### src/design/ifmt_pkg.sv
// Shared opcodes, character constants and digit helpers for the integer field formatter.
package ifmt_pkg;

  localparam int MAX_FIELD = 32;

  localparam int OP_W    = 3;
  localparam int VALUE_W = 16;
  localparam int FW_W    = 6;
  localparam int CHAR_W  = 8;
  localparam int DIGIT_W = 4;
  localparam int NDIG    = 16;
  localparam int NDIG_W  = 5;
  localparam int IN_TDATA_W = 40;

  // Conversion codes
  typedef enum logic [OP_W-1:0] {
    OP_DEC    = 3'd0,
    OP_UNS    = 3'd1,
    OP_HEX_LO = 3'd2,
    OP_HEX_UP = 3'd3,
    OP_BIN    = 3'd4,
    OP_PTR    = 3'd5,
    OP_CHAR   = 3'd6,
    OP_PCT    = 3'd7
  } opcode_t;

  typedef enum logic [1:0] {
    RADIX_2  = 2'd0,
    RADIX_10 = 2'd1,
    RADIX_16 = 2'd2
  } radix_t;

  localparam logic [CHAR_W-1:0] CH_SPACE = 8'h20;
  localparam logic [CHAR_W-1:0] CH_PLUS  = 8'h2B;
  localparam logic [CHAR_W-1:0] CH_MINUS = 8'h2D;
  localparam logic [CHAR_W-1:0] CH_ZERO  = 8'h30;
  localparam logic [CHAR_W-1:0] CH_PCT   = 8'h25;
  localparam logic [CHAR_W-1:0] CH_UPPER_A = 8'h41;
  localparam logic [CHAR_W-1:0] CH_CASE_BIT = 8'h20;

  localparam logic [FW_W-1:0] PTR_DIGITS = 6'd4;
  localparam logic [FW_W-1:0] MAX_FIELD_V = FW_W'(MAX_FIELD);

  // Reciprocal of ten for 16-bit operands: q = (x * 52429) >> 19
  localparam logic [15:0] DIV10_MUL   = 16'd52429;
  localparam int          DIV10_SHIFT = 19;

  // Map one digit value to its ASCII symbol
  function automatic logic [CHAR_W-1:0] digit_char(input logic [DIGIT_W-1:0] d,
                                                   input logic lower);
    logic [CHAR_W-1:0] c;
    if (d < 4'd10) begin
      c = CH_ZERO + CHAR_W'(d);
    end else begin
      c = CH_UPPER_A + CHAR_W'(d - 4'd10);
      if (lower) begin
        c = c | CH_CASE_BIT;
      end
    end
    return c;
  endfunction

endpackage

### src/design/integer_field_formatter_core.sv
// Integer field formatter: turns one conversion request into a stream of ASCII characters.
//
//  channel | dir | handshake            | payload
//  --------+-----+----------------------+---------------------------------------------
//  in_     | in  | in_tvalid/in_tready   | tdata: request fields, tuser: opcode
//  out_    | out | out_tvalid/out_tready | tdata: character, tlast: final char, tuser: error
//
// A numeric request is accepted; the digit phase then takes one digit per cycle
// and ends with a closing check (only the check for a zero value), a sizing step
// follows, then one character is emitted per cycle while the output is free (up to
// MAX_FIELD + 1). Character, percent and error requests are accepted, then emit one beat.
// The digit unit (divide by ten through a reciprocal multiply, or a shift) sets the
// digit phase; the single output register sets the emit phase.
// Reset is synchronous and active low; it clears the sequencer and the output valid.
// A stalled output holds its beat; a new request is taken once the last character
// sits in the output register.
module integer_field_formatter_core (
  input  logic                            clk,
  input  logic                            rst_n,
  input  logic                            in_tvalid,
  output logic                            in_tready,
  // [15:0] value, [16] left_align, [17] force_plus, [18] space_sign, [19] zero_pad,
  // [25:20] field_width, [26] has_precision, [32:27] precision, [39:33] zero
  input  logic [ifmt_pkg::IN_TDATA_W-1:0] in_tdata,
  // [2:0] opcode
  input  logic [ifmt_pkg::OP_W-1:0]       in_tuser,
  output logic                            out_tvalid,
  input  logic                            out_tready,
  // [7:0] out_char
  output logic [ifmt_pkg::CHAR_W-1:0]     out_tdata,
  output logic                            out_tlast,
  // [0] error
  output logic [0:0]                      out_tuser
);

  import ifmt_pkg::*;

  typedef enum logic [2:0] {
    ST_IDLE,
    ST_DIGIT,
    ST_SIZE,
    ST_EMIT,
    ST_ONE
  } state_t;

  state_t state_r;

  // Request fields
  logic [VALUE_W-1:0] in_value;
  logic               in_lalign, in_fplus, in_fspace, in_zpad, in_hasp;
  logic [FW_W-1:0]    in_fw, in_pr;
  opcode_t            in_op;

  assign in_value  = in_tdata[15:0];
  assign in_lalign = in_tdata[16];
  assign in_fplus  = in_tdata[17];
  assign in_fspace = in_tdata[18];
  assign in_zpad   = in_tdata[19];
  assign in_fw     = in_tdata[25:20];
  assign in_hasp   = in_tdata[26];
  assign in_pr     = in_tdata[32:27];
  assign in_op     = opcode_t'(in_tuser);

  // Working registers
  logic [VALUE_W-1:0] mag_r;
  radix_t             radix_r;
  logic               lower_r;
  logic               lalign_r, zpad_r;
  logic [FW_W-1:0]    fw_r, pr_r;
  logic               have_sign_r;
  logic [CHAR_W-1:0]  sign_char_r;
  logic [NDIG_W-1:0]  nd_r;
  logic [DIGIT_W-1:0] dig_r [NDIG];
  logic [FW_W-1:0]    lsp_r, pz_r, left_r;
  logic [CHAR_W-1:0]  char_r;
  logic               err_r;

  // Output register
  logic               out_tvalid_r;
  logic [CHAR_W-1:0]  out_tdata_r;
  logic               out_tlast_r;
  logic               out_tuser_r;

  assign in_tready  = (state_r == ST_IDLE);
  assign out_tvalid = out_tvalid_r;
  assign out_tdata  = out_tdata_r;
  assign out_tlast  = out_tlast_r;
  assign out_tuser  = out_tuser_r;

  logic in_fire, out_free, out_load;
  assign in_fire  = in_tvalid && in_tready;
  assign out_free = !out_tvalid_r || out_tready;
  assign out_load = out_free && ((state_r == ST_EMIT) || (state_r == ST_ONE));

  // Decode request at accept
  logic               req_err, req_single;
  logic [VALUE_W-1:0] req_neg;
  assign req_err    = (in_fw > MAX_FIELD_V) || (in_hasp && (in_pr > MAX_FIELD_V));
  assign req_single = req_err || (in_op == OP_CHAR) || (in_op == OP_PCT);
  assign req_neg    = VALUE_W'(~in_value + 16'd1);

  // Shared digit unit: one digit of mag_r per cycle
  logic [31:0]        div_prod;
  logic [12:0]        div_q;
  logic [VALUE_W-1:0] q10;
  logic [DIGIT_W-1:0] dig_val;
  logic [VALUE_W-1:0] mag_nxt;
  assign div_prod = mag_r * DIV10_MUL;
  assign div_q    = div_prod[31:DIV10_SHIFT];
  assign q10      = VALUE_W'({div_q, 3'b000}) + VALUE_W'({div_q, 1'b0});

  always_comb begin
    unique case (radix_r)
      RADIX_10: begin
        dig_val = DIGIT_W'(mag_r - q10);
        mag_nxt = VALUE_W'(div_q);
      end
      RADIX_2: begin
        dig_val = DIGIT_W'(mag_r[0]);
        mag_nxt = mag_r >> 1;
      end
      default: begin
        dig_val = mag_r[3:0];
        mag_nxt = mag_r >> 4;
      end
    endcase
  end

  // Field sizing from digit count, precision, sign and width
  logic [FW_W-1:0] nd_ext, numw, total0, pad, size_lsp, size_pz;
  assign nd_ext = FW_W'(nd_r);
  assign numw   = (nd_ext > pr_r) ? nd_ext : pr_r;
  assign total0 = numw + FW_W'(have_sign_r);
  assign pad    = (fw_r > total0) ? (fw_r - total0) : '0;

  always_comb begin
    size_lsp = lalign_r ? '0 : pad;
    size_pz  = numw - nd_ext;
    if (zpad_r) begin
      size_pz  = size_pz + size_lsp;
      size_lsp = '0;
    end
  end

  // Pick the next character: left spaces, sign, zeros, digits, right spaces
  logic [NDIG_W-1:0] nd_dec;
  logic [CHAR_W-1:0] emit_char;
  assign nd_dec = nd_r - 5'd1;

  always_comb begin
    priority if (lsp_r != '0) begin
      emit_char = CH_SPACE;
    end else if (have_sign_r) begin
      emit_char = sign_char_r;
    end else if (pz_r != '0) begin
      emit_char = CH_ZERO;
    end else if (nd_r != '0) begin
      emit_char = digit_char(dig_r[nd_dec[3:0]], lower_r);
    end else begin
      emit_char = CH_SPACE;
    end
  end

  // Sequencer and output register
  always_ff @(posedge clk) begin
    if (!rst_n) begin
      state_r      <= ST_IDLE;
      out_tvalid_r <= 1'b0;
    end else begin
      // Drop a taken beat unless a new one loads below
      if (out_tvalid_r && out_tready && !out_load) begin
        out_tvalid_r <= 1'b0;
      end

      unique case (state_r)
        ST_IDLE: begin
          if (in_fire) begin
            lalign_r    <= in_lalign;
            lower_r     <= (in_op == OP_HEX_LO);
            nd_r        <= '0;
            err_r       <= req_err;
            char_r      <= req_err ? '0 : ((in_op == OP_PCT) ? CH_PCT : in_value[7:0]);
            have_sign_r <= 1'b0;
            sign_char_r <= CH_SPACE;
            mag_r       <= in_value;
            if (in_op == OP_PTR) begin
              fw_r   <= PTR_DIGITS;
              pr_r   <= PTR_DIGITS;
              zpad_r <= 1'b0;
            end else begin
              fw_r   <= in_fw;
              pr_r   <= in_hasp ? in_pr : 6'd1;
              zpad_r <= in_zpad && !in_hasp;
            end
            if (in_op == OP_DEC || in_op == OP_UNS) begin
              radix_r <= RADIX_10;
            end else if (in_op == OP_BIN) begin
              radix_r <= RADIX_2;
            end else begin
              radix_r <= RADIX_16;
            end
            if (in_op == OP_DEC) begin
              if (in_value[15]) begin
                mag_r       <= req_neg;
                have_sign_r <= 1'b1;
                sign_char_r <= CH_MINUS;
              end else if (in_fplus) begin
                have_sign_r <= 1'b1;
                sign_char_r <= CH_PLUS;
              end else if (in_fspace) begin
                have_sign_r <= 1'b1;
                sign_char_r <= CH_SPACE;
              end
            end
            state_r <= req_single ? ST_ONE : ST_DIGIT;
          end
        end

        ST_DIGIT: begin
          // Peel one digit per cycle, lowest first
          if (mag_r == '0) begin
            state_r <= ST_SIZE;
          end else begin
            dig_r[nd_r[3:0]] <= dig_val;
            mag_r            <= mag_nxt;
            nd_r             <= nd_r + 5'd1;
          end
        end

        ST_SIZE: begin
          lsp_r  <= size_lsp;
          pz_r   <= size_pz;
          left_r <= total0 + pad;
          state_r <= ((total0 + pad) == '0) ? ST_IDLE : ST_EMIT;
        end

        ST_EMIT: begin
          if (out_free) begin
            out_tvalid_r <= 1'b1;
            out_tdata_r  <= emit_char;
            out_tlast_r  <= (left_r == 6'd1);
            out_tuser_r  <= 1'b0;
            left_r       <= left_r - 6'd1;
            priority if (lsp_r != '0) begin
              lsp_r <= lsp_r - 6'd1;
            end else if (have_sign_r) begin
              have_sign_r <= 1'b0;
            end else if (pz_r != '0) begin
              pz_r <= pz_r - 6'd1;
            end else if (nd_r != '0) begin
              nd_r <= nd_dec;
            end else begin
              // right padding: counted by left_r alone
            end
            if (left_r == 6'd1) begin
              state_r <= ST_IDLE;
            end
          end
        end

        ST_ONE: begin
          // Character, percent or error: a single final beat
          if (out_free) begin
            out_tvalid_r <= 1'b1;
            out_tdata_r  <= char_r;
            out_tlast_r  <= 1'b1;
            out_tuser_r  <= err_r;
            state_r      <= ST_IDLE;
          end
        end

        default: begin
          state_r <= ST_IDLE;
        end
      endcase
    end
  end

endmodule
### config.mk
export PLATFORM = sky130hd
export DESIGN_NAME = integer_field_formatter_core
export DESIGN_NICKNAME = d
export VERILOG_FILES = /design/src/design/ifmt_pkg.sv /design/src/design/integer_field_formatter_core.sv
export SDC_FILE = /design/constraint.sdc
export NUM_CORES = 1
export LEC_CHECK = 0
export ABC_CLOCK_PERIOD_IN_PS = 6900
export BUFFER_PORTS_ARGS = -buffer_cell sky130_fd_sc_hd__clkbuf_2
export CORE_MARGIN = 4
export CORE_UTILIZATION = 50
export CTS_BUF_LIST = sky130_fd_sc_hd__clkbuf_4
export DETAILED_ROUTE_END_ITERATION = 6
export PLACE_DENSITY = 0.67
export SLEW_MARGIN = 15
export SYNTH_ARGS = -nofsm -noshare
export SYNTH_HDL_FRONTEND = slang
export SYNTH_SLANG_ARGS = --single-unit
### constraint.sdc
create_clock -name clk -period 6.9 [get_ports clk]
set_input_delay 0 -clock clk [delete_from_list [all_inputs] [get_ports clk]]
set_output_delay 0 -clock clk [all_outputs]
set_load 0.02 [all_outputs]
* Yosys cells after proc, flatten, opt, wreduce, memory -nomap -nowiden
Memories as Yosys holds them, arrays and structs flattened. Cells that the tools add are included.
Word-level totals: flip-flop bits (word level) 88, latch bits 0, memory bits (writable) 64, ROM bits 0, input port bits 47, output and inout port bits 12, memories 1
Cells by class: add/sub/neg operators 16, multiply operators 1, div/mod/pow operators 0, $lt $le $gt $ge 5, equal/unequal tests 24, shift operators 0, muxes and demuxes 73, bitwise gates (word level) 3, reductions and logical operators 41
Memory list:
- dig_r | words 16, width 4, read ports 1, clocked after Yosys merged registers in 0, wr ports 1, RTL line integer_field_formatter_core.sv:73 | logic [DIGIT_W-1:0] dig_r [NDIG];
Operator list (number):
- $mux 6 | 14
- $mux 16 | 4
- $mux 8 | 7
- $pmux 6 s2 | 3
- $mux 5 | 7
- $mul 16x16->32 const B | 1
- $pmux 16 s2 | 1
- $pmux 15 s2 | 1
- $mux 3 | 7
- $mux 1 | 18
- $sub 6x1->6 const B | 3
- $add 16x1->16 const B | 1
- $logic_not 16->1 | 1
- $not 16->16 | 1
- $pmux 8 s2 | 1
- $eq 3x3->1 const B | 5
- $pmux 3 s5 | 1
- $pmux 5 s3 | 1
- $ne 2x2->1 const B | 7
- $add 6x6->6 | 2
- $gt 6x6->1 const B | 2
- $reduce_and 4->1 | 3
- $reduce_bool 6->1 | 2
- $ne 2x1->1 const B | 5
- 36 further kinds | 65

* Longest topological paths before layout
An unclocked memory read counts as a cell.
depth in word-level cells 12, gate-level depth with buffers 30, gate-level depth less buffers 28

* Worst setup path before layout
Ideal clock, no wire load.
path kind flip-flop to flip-flop, from register mag_r[6], to memory dig_r[0][3], data pin, library setup time 0.294 ns, arrival 6.003 ns, path slack 0.603 ns, cell stages (with the launch flop) 23, buffers on the path 0, clock period less this slack 6.297 ns, cell sequence edfxtp_1 ha_1 inv_1 fa_1 inv_1 fa_1 inv_1 fa_1 fa_1 fa_1 inv_1 ha_1 a2111oi_0 o21ai_0 o22ai_1 inv_1 a21oi_1 xnor2_1 ha_1 a21oi_1 xnor2_1 mux2i_1 o22ai_1
On the way: cells in the longest elaborated chain, start to end 4
Ends and longest elaborated chain:
- from (decl) | RTL line integer_field_formatter_core.sv:65 | logic [VALUE_W-1:0] mag_r;
- from (signal assigned) | RTL line integer_field_formatter_core.sv:185 | mag_r <= in_value;
- from (signal assigned) | RTL line integer_field_formatter_core.sv:204 | mag_r <= req_neg;
- from (signal assigned) | RTL line integer_field_formatter_core.sv:225 | mag_r <= mag_nxt;
- $mul 16x16->32 | RTL line integer_field_formatter_core.sv:108 | assign div_prod = mag_r * DIV10_MUL;
- $add 4x4->4 | RTL line integer_field_formatter_core.sv:110 | assign q10 = VALUE_W'({div_q, 3'b000}) + VALUE_W'({div_q, 1'b0});
- $sub 4x4->4 | RTL line integer_field_formatter_core.sv:115 | dig_val = DIGIT_W'(mag_r - q10);
- $pmux 4 s2 | RTL line integer_field_formatter_core.sv:113 | unique case (radix_r)
- via dig_val[3] | RTL line integer_field_formatter_core.sv:106 | logic [DIGIT_W-1:0] dig_val;
- to (decl) | RTL line integer_field_formatter_core.sv:73
The timed path passes the listed nets, and every way through them passes these cells.

* Final worst setup path
from register mag_r[7], to memory dig_r[1][3], data pin
The elaborated chain is that of the path after synthesis.

==> impl_summary.md <==
Global routing
The first global-routing pass estimated 52670 um of wire. The initial antenna violation count is 0. The number of global-route vias before repair is 9753. Entering global routing, the biggest net connects 30 pins. The total congestion overflow after global routing is 0. Across every metal layer, demand over resource in global routing totals 0.2315.

Logic synthesis
The synthesized flop and latch total is 147. The share of async-settable or async-resettable flops after synthesis is 0. The dominant synthesized flop cell is sky130_fd_sc_hd__edfxtp_1. The compound-cell area share of the yosys netlist was 0.1074. Measured against the total synthesized area, the mux share comes to 0.04311. The xor/xnor cell area share of the yosys netlist is 0.04820. For this run, the register share of the synthesized area comes to 0.3298. Of the total synthesized cell area, the portion taken by AND, OR, NAND and NOR gates is 0.1018.

The mean instance size in the synthesized netlist is 10.57 um^2. By area, the combinational part of the netlist is dominated by adder cells. The synthesized cell area is 13260 um^2. The count of mapped cells out of synthesis is 1255. The arithmetic-cell share of the synthesized area counting full adders, half adders and majority gates is 0.2990. The count of different cell masters after synthesis is 79.

The Yosys step of the flow raised 0 warnings. Counting flops with a built-in enable in the synthesized netlist gives 143. The number of nets produced by synthesis is 1568.

Placed design
The number of buffers inserted by port buffering is 51. The placed instances occupy a cell area of 14040 um^2. The HPWL after detailed placement is 25770 um. At the end of routability-driven placement, the weighted congestion stood at 0.9247.

Min path
The worst min-delay path class is input port to flop. The worst hold path terminates at lalign_r. The number of cells on the worst hold path is 2.

The worst hold path begins at in_tdata[16].

Die
The die is 170.9 um tall. The floorplan die width is 170.9 um. The floorplan has 59 rows. The starting density of the core is 0.5090. The floorplan step defined a core boundary enclosing 26060 um^2. The die area is 29200 um^2.

For this design the top-level I/O count stands at 59.

Cells and area
Of the cells placed in the final design, the portion with a size suffix greater than 1 is 0.1186. The finished layout cell area is 14940 um^2. The library cell used most frequently in the layout, excluding fill and tap cells, is sky130_fd_sc_hd__inv_1. The synthesis-to-layout area growth is 12.66%.

The top cell types in the final layout, fill and taps aside, are 218 x sky130_fd_sc_hd__inv_1, 180 x sky130_fd_sc_hd__ha_1, 143 x sky130_fd_sc_hd__edfxtp_1. The total number of nets in the final design is 1700.

Setup path
The data arrival time at the worst-slack endpoint is 6.94 ns. For the worst setup path, the data required time is 7.23 ns. The capture instance of the worst register-to-register path is dig_r[1][3]. Along the worst path, the maximum fanout reaches 16. The worst setup path is launched from a flop.

The startpoint identified for the worst register-to-register timing path is mag_r[7]. STA classifies the critical path endpoint as a flop. The worst register-to-register path has a setup slack of 0.29 ns.

Measured in cells, the most critical reg-to-reg path has a length of 22. The class of the most critical setup path is flop to flop.

STA
The number of pins exceeding their max-slew limit in the final report was 0. The worst clock skew is 0.02163 ns. Of the available clock period, the critical path in the final layout requires 0.9576. The final-report hold violation count is 0. For this run, the top clock speed supported by timing is 151.4 MHz. Setup violations remaining at the end of the flow were counted as 0.

At the pin with the least slew margin, the transition time is 1.016 ns. Setup total negative slack on the finished layout was measured at 0 ns. The worst slew slack as a fraction of its limit is 0.3200.

The time the worst path needs with I/O delays and setup is 6.607 ns.

Clock tree
The total clock sinks is 147. TritonCTS built the clock tree. For the worst-skew pair, the clock arrives at the later sink with an insertion delay of 0.58 ns.

The clock root buffer is sky130_fd_sc_hd__clkbuf_4. The H-tree was split into 4 levels. The number of clock buffers inserted by TritonCTS is 17. The post-CTS clock slew at the launch and capture registers of the worst setup and hold paths is 0.14 ns. In this run the deepest clock path goes through 2 buffers.

Job
Max-cap violations in this run came to 0.

Detailed routing
The detailed-routing iteration count for the pre-antenna-repair pass is 5. After detailed routing, the number of remaining DRC violations is 0. The first routing iteration left 703 violations. The detailed router placed 9559 vias in this run.

The routed metal-1 wirelength is 15490 um. The total routed wirelength is 32480 um. The met3 wire length is 2258 um.

After detailed routing, the average wire length per cell comes to 18.70 um. Dividing the detail-routed via count by the number of cells gives 5.503. The total met2 wirelength after detailed routing is 14320 um. The residual antenna-violating net count after detailed routing is 0. Routed signal wires occupy layers up through met4.

Run status
The run finished with clean final reports.
==> registers in the layout, indices dropped and copies added, names as in the netlist, 3 cells and up <==
signal / flops
char_r: 8
dig_r: 64
fw_r: 6
left_r: 6
lsp_r: 6
mag_r: 16
nd_r: 5
out_tdata: 8
pr_r: 6
pz_r: 6
sign_char_r: 3
state_r: 3
==> cell type report <==
type	count	area [um^2]
antenna	2	5.005
fill	2261	11120
clock buffer	17	127.6
timing repair buffer	139	1064
tap	335	419.2
inverter	221	829.5
clock inverter	15	120.1
multi-input combinational	861	8004
sequential	147	4374
==> worst max-delay path, cell delays in order, from the launching register on <==
cell and delay (ns):
sky130_fd_sc_hd__edfxtp_1 0.53, sky130_fd_sc_hd__buf_4 0.19, sky130_fd_sc_hd__ha_1 0.31, sky130_fd_sc_hd__inv_1 0.14, sky130_fd_sc_hd__fa_1 0.46, sky130_fd_sc_hd__fa_1 0.52
sky130_fd_sc_hd__fa_1 0.53, sky130_fd_sc_hd__fa_1 0.55, sky130_fd_sc_hd__inv_1 0.05, sky130_fd_sc_hd__fa_1 0.50, sky130_fd_sc_hd__ha_1 0.26, sky130_fd_sc_hd__a2111oi_2 0.32
sky130_fd_sc_hd__o21ai_0 0.15, sky130_fd_sc_hd__o22ai_1 0.22, sky130_fd_sc_hd__inv_1 0.09, sky130_fd_sc_hd__a21oi_2 0.20, sky130_fd_sc_hd__xnor2_2 0.16, sky130_fd_sc_hd__ha_1 0.30
sky130_fd_sc_hd__a21oi_1 0.17, sky130_fd_sc_hd__xnor2_1 0.16, sky130_fd_sc_hd__mux2i_1 0.21, sky130_fd_sc_hd__o22ai_1 0.15, sky130_fd_sc_hd__buf_12 0.18
==> synth_stat cells, types with 6 or more instances <==
cell type / instances / area share
sky130_fd_sc_hd__a211oi_1: 13 / 0.0074
sky130_fd_sc_hd__a21o_1: 17 / 0.0096
sky130_fd_sc_hd__a21oi_1: 53 / 0.020
sky130_fd_sc_hd__and2_1: 15 / 0.0071
sky130_fd_sc_hd__and3_1: 7 / 0.0033
sky130_fd_sc_hd__clkbuf_1: 22 / 0.0062
sky130_fd_sc_hd__edfxtp_1: 143 / 0.32
sky130_fd_sc_hd__fa_1: 85 / 0.13
sky130_fd_sc_hd__ha_1: 181 / 0.17
sky130_fd_sc_hd__inv_1: 218 / 0.062
sky130_fd_sc_hd__mux2i_1: 11 / 0.0083
sky130_fd_sc_hd__mux4_2: 18 / 0.031
sky130_fd_sc_hd__nand2_1: 64 / 0.018
sky130_fd_sc_hd__nand2b_1: 13 / 0.0061
sky130_fd_sc_hd__nand3_1: 19 / 0.0072
sky130_fd_sc_hd__nand4_1: 7 / 0.0033
sky130_fd_sc_hd__nor2_1: 89 / 0.025
sky130_fd_sc_hd__nor2b_1: 9 / 0.0042
sky130_fd_sc_hd__nor3_1: 21 / 0.0079
sky130_fd_sc_hd__o211ai_1: 6 / 0.0034
sky130_fd_sc_hd__o21a_1: 8 / 0.0045
sky130_fd_sc_hd__o21ai_0: 44 / 0.017
sky130_fd_sc_hd__o22ai_1: 11 / 0.0052
sky130_fd_sc_hd__xnor2_1: 46 / 0.030
sky130_fd_sc_hd__xor2_1: 27 / 0.018
==> worst max path at each step <==
stage | start | endpoint | depth (start not counted)
3_5_place_dp | mag_r[2] | dig_r[15][3] | 22
4_1_cts | mag_r[2] | dig_r[1][3] | 22
5_1_grt | mag_r[1] | dig_r[1][3] | 23
6_report | mag_r[7] | dig_r[1][3] | 22
3_3_place_gp | mag_r[2] | dig_r[15][3] | 22
2_1_floorplan | mag_r[6] | dig_r[0][3] | 22
==> through the flow <==
stage | utilization | std cells | setup slack, ns | hold slack (ns)
floorplan | - | 1255 | 0.6027 | 0.09887
global placement | 0.5386 | 1640 | 0.3273 | 0.1975
detailed placement | 0.5386 | 1640 | 0.1990 | 0.1955
CTS | 0.5689 | 1726 | 0.1319 | 0.1238
global route | 0.5732 | 1735 | -0.03870 | 0.1142
finish | 0.5734 | 1737 | 0.2929 | 0.1601
==> per-layer routing <==
metal / up-vias / track usage
met5: - / 0
met2: 317 / 0.3504
met3: 35 / 0.04459
met4: 0 / 0.04203
met1: 4588 / 0.3527
li1: 4619 / -
==> cell families after synthesis <==
group	count (synthesis)
DFF	147
and+or+nand+nor	276
buffers and inverters	247
AOI/OAI and AO/OA	212
muxes	34
adders and majority gates	266
xor gates and xnor gates	73
==> what timing repair did <==
item | CTS | global route
resized for setup | 0 | 6
setup endpoints to repair | 0 | 17
hold buffers | 54 | 0
setup buffers | 0 | 9
endpoints found under the hold margin | 48 | 0
Power is not shown: default switching activity piles up to over one toggle a cycle in this logic, so the estimate is an artifact.
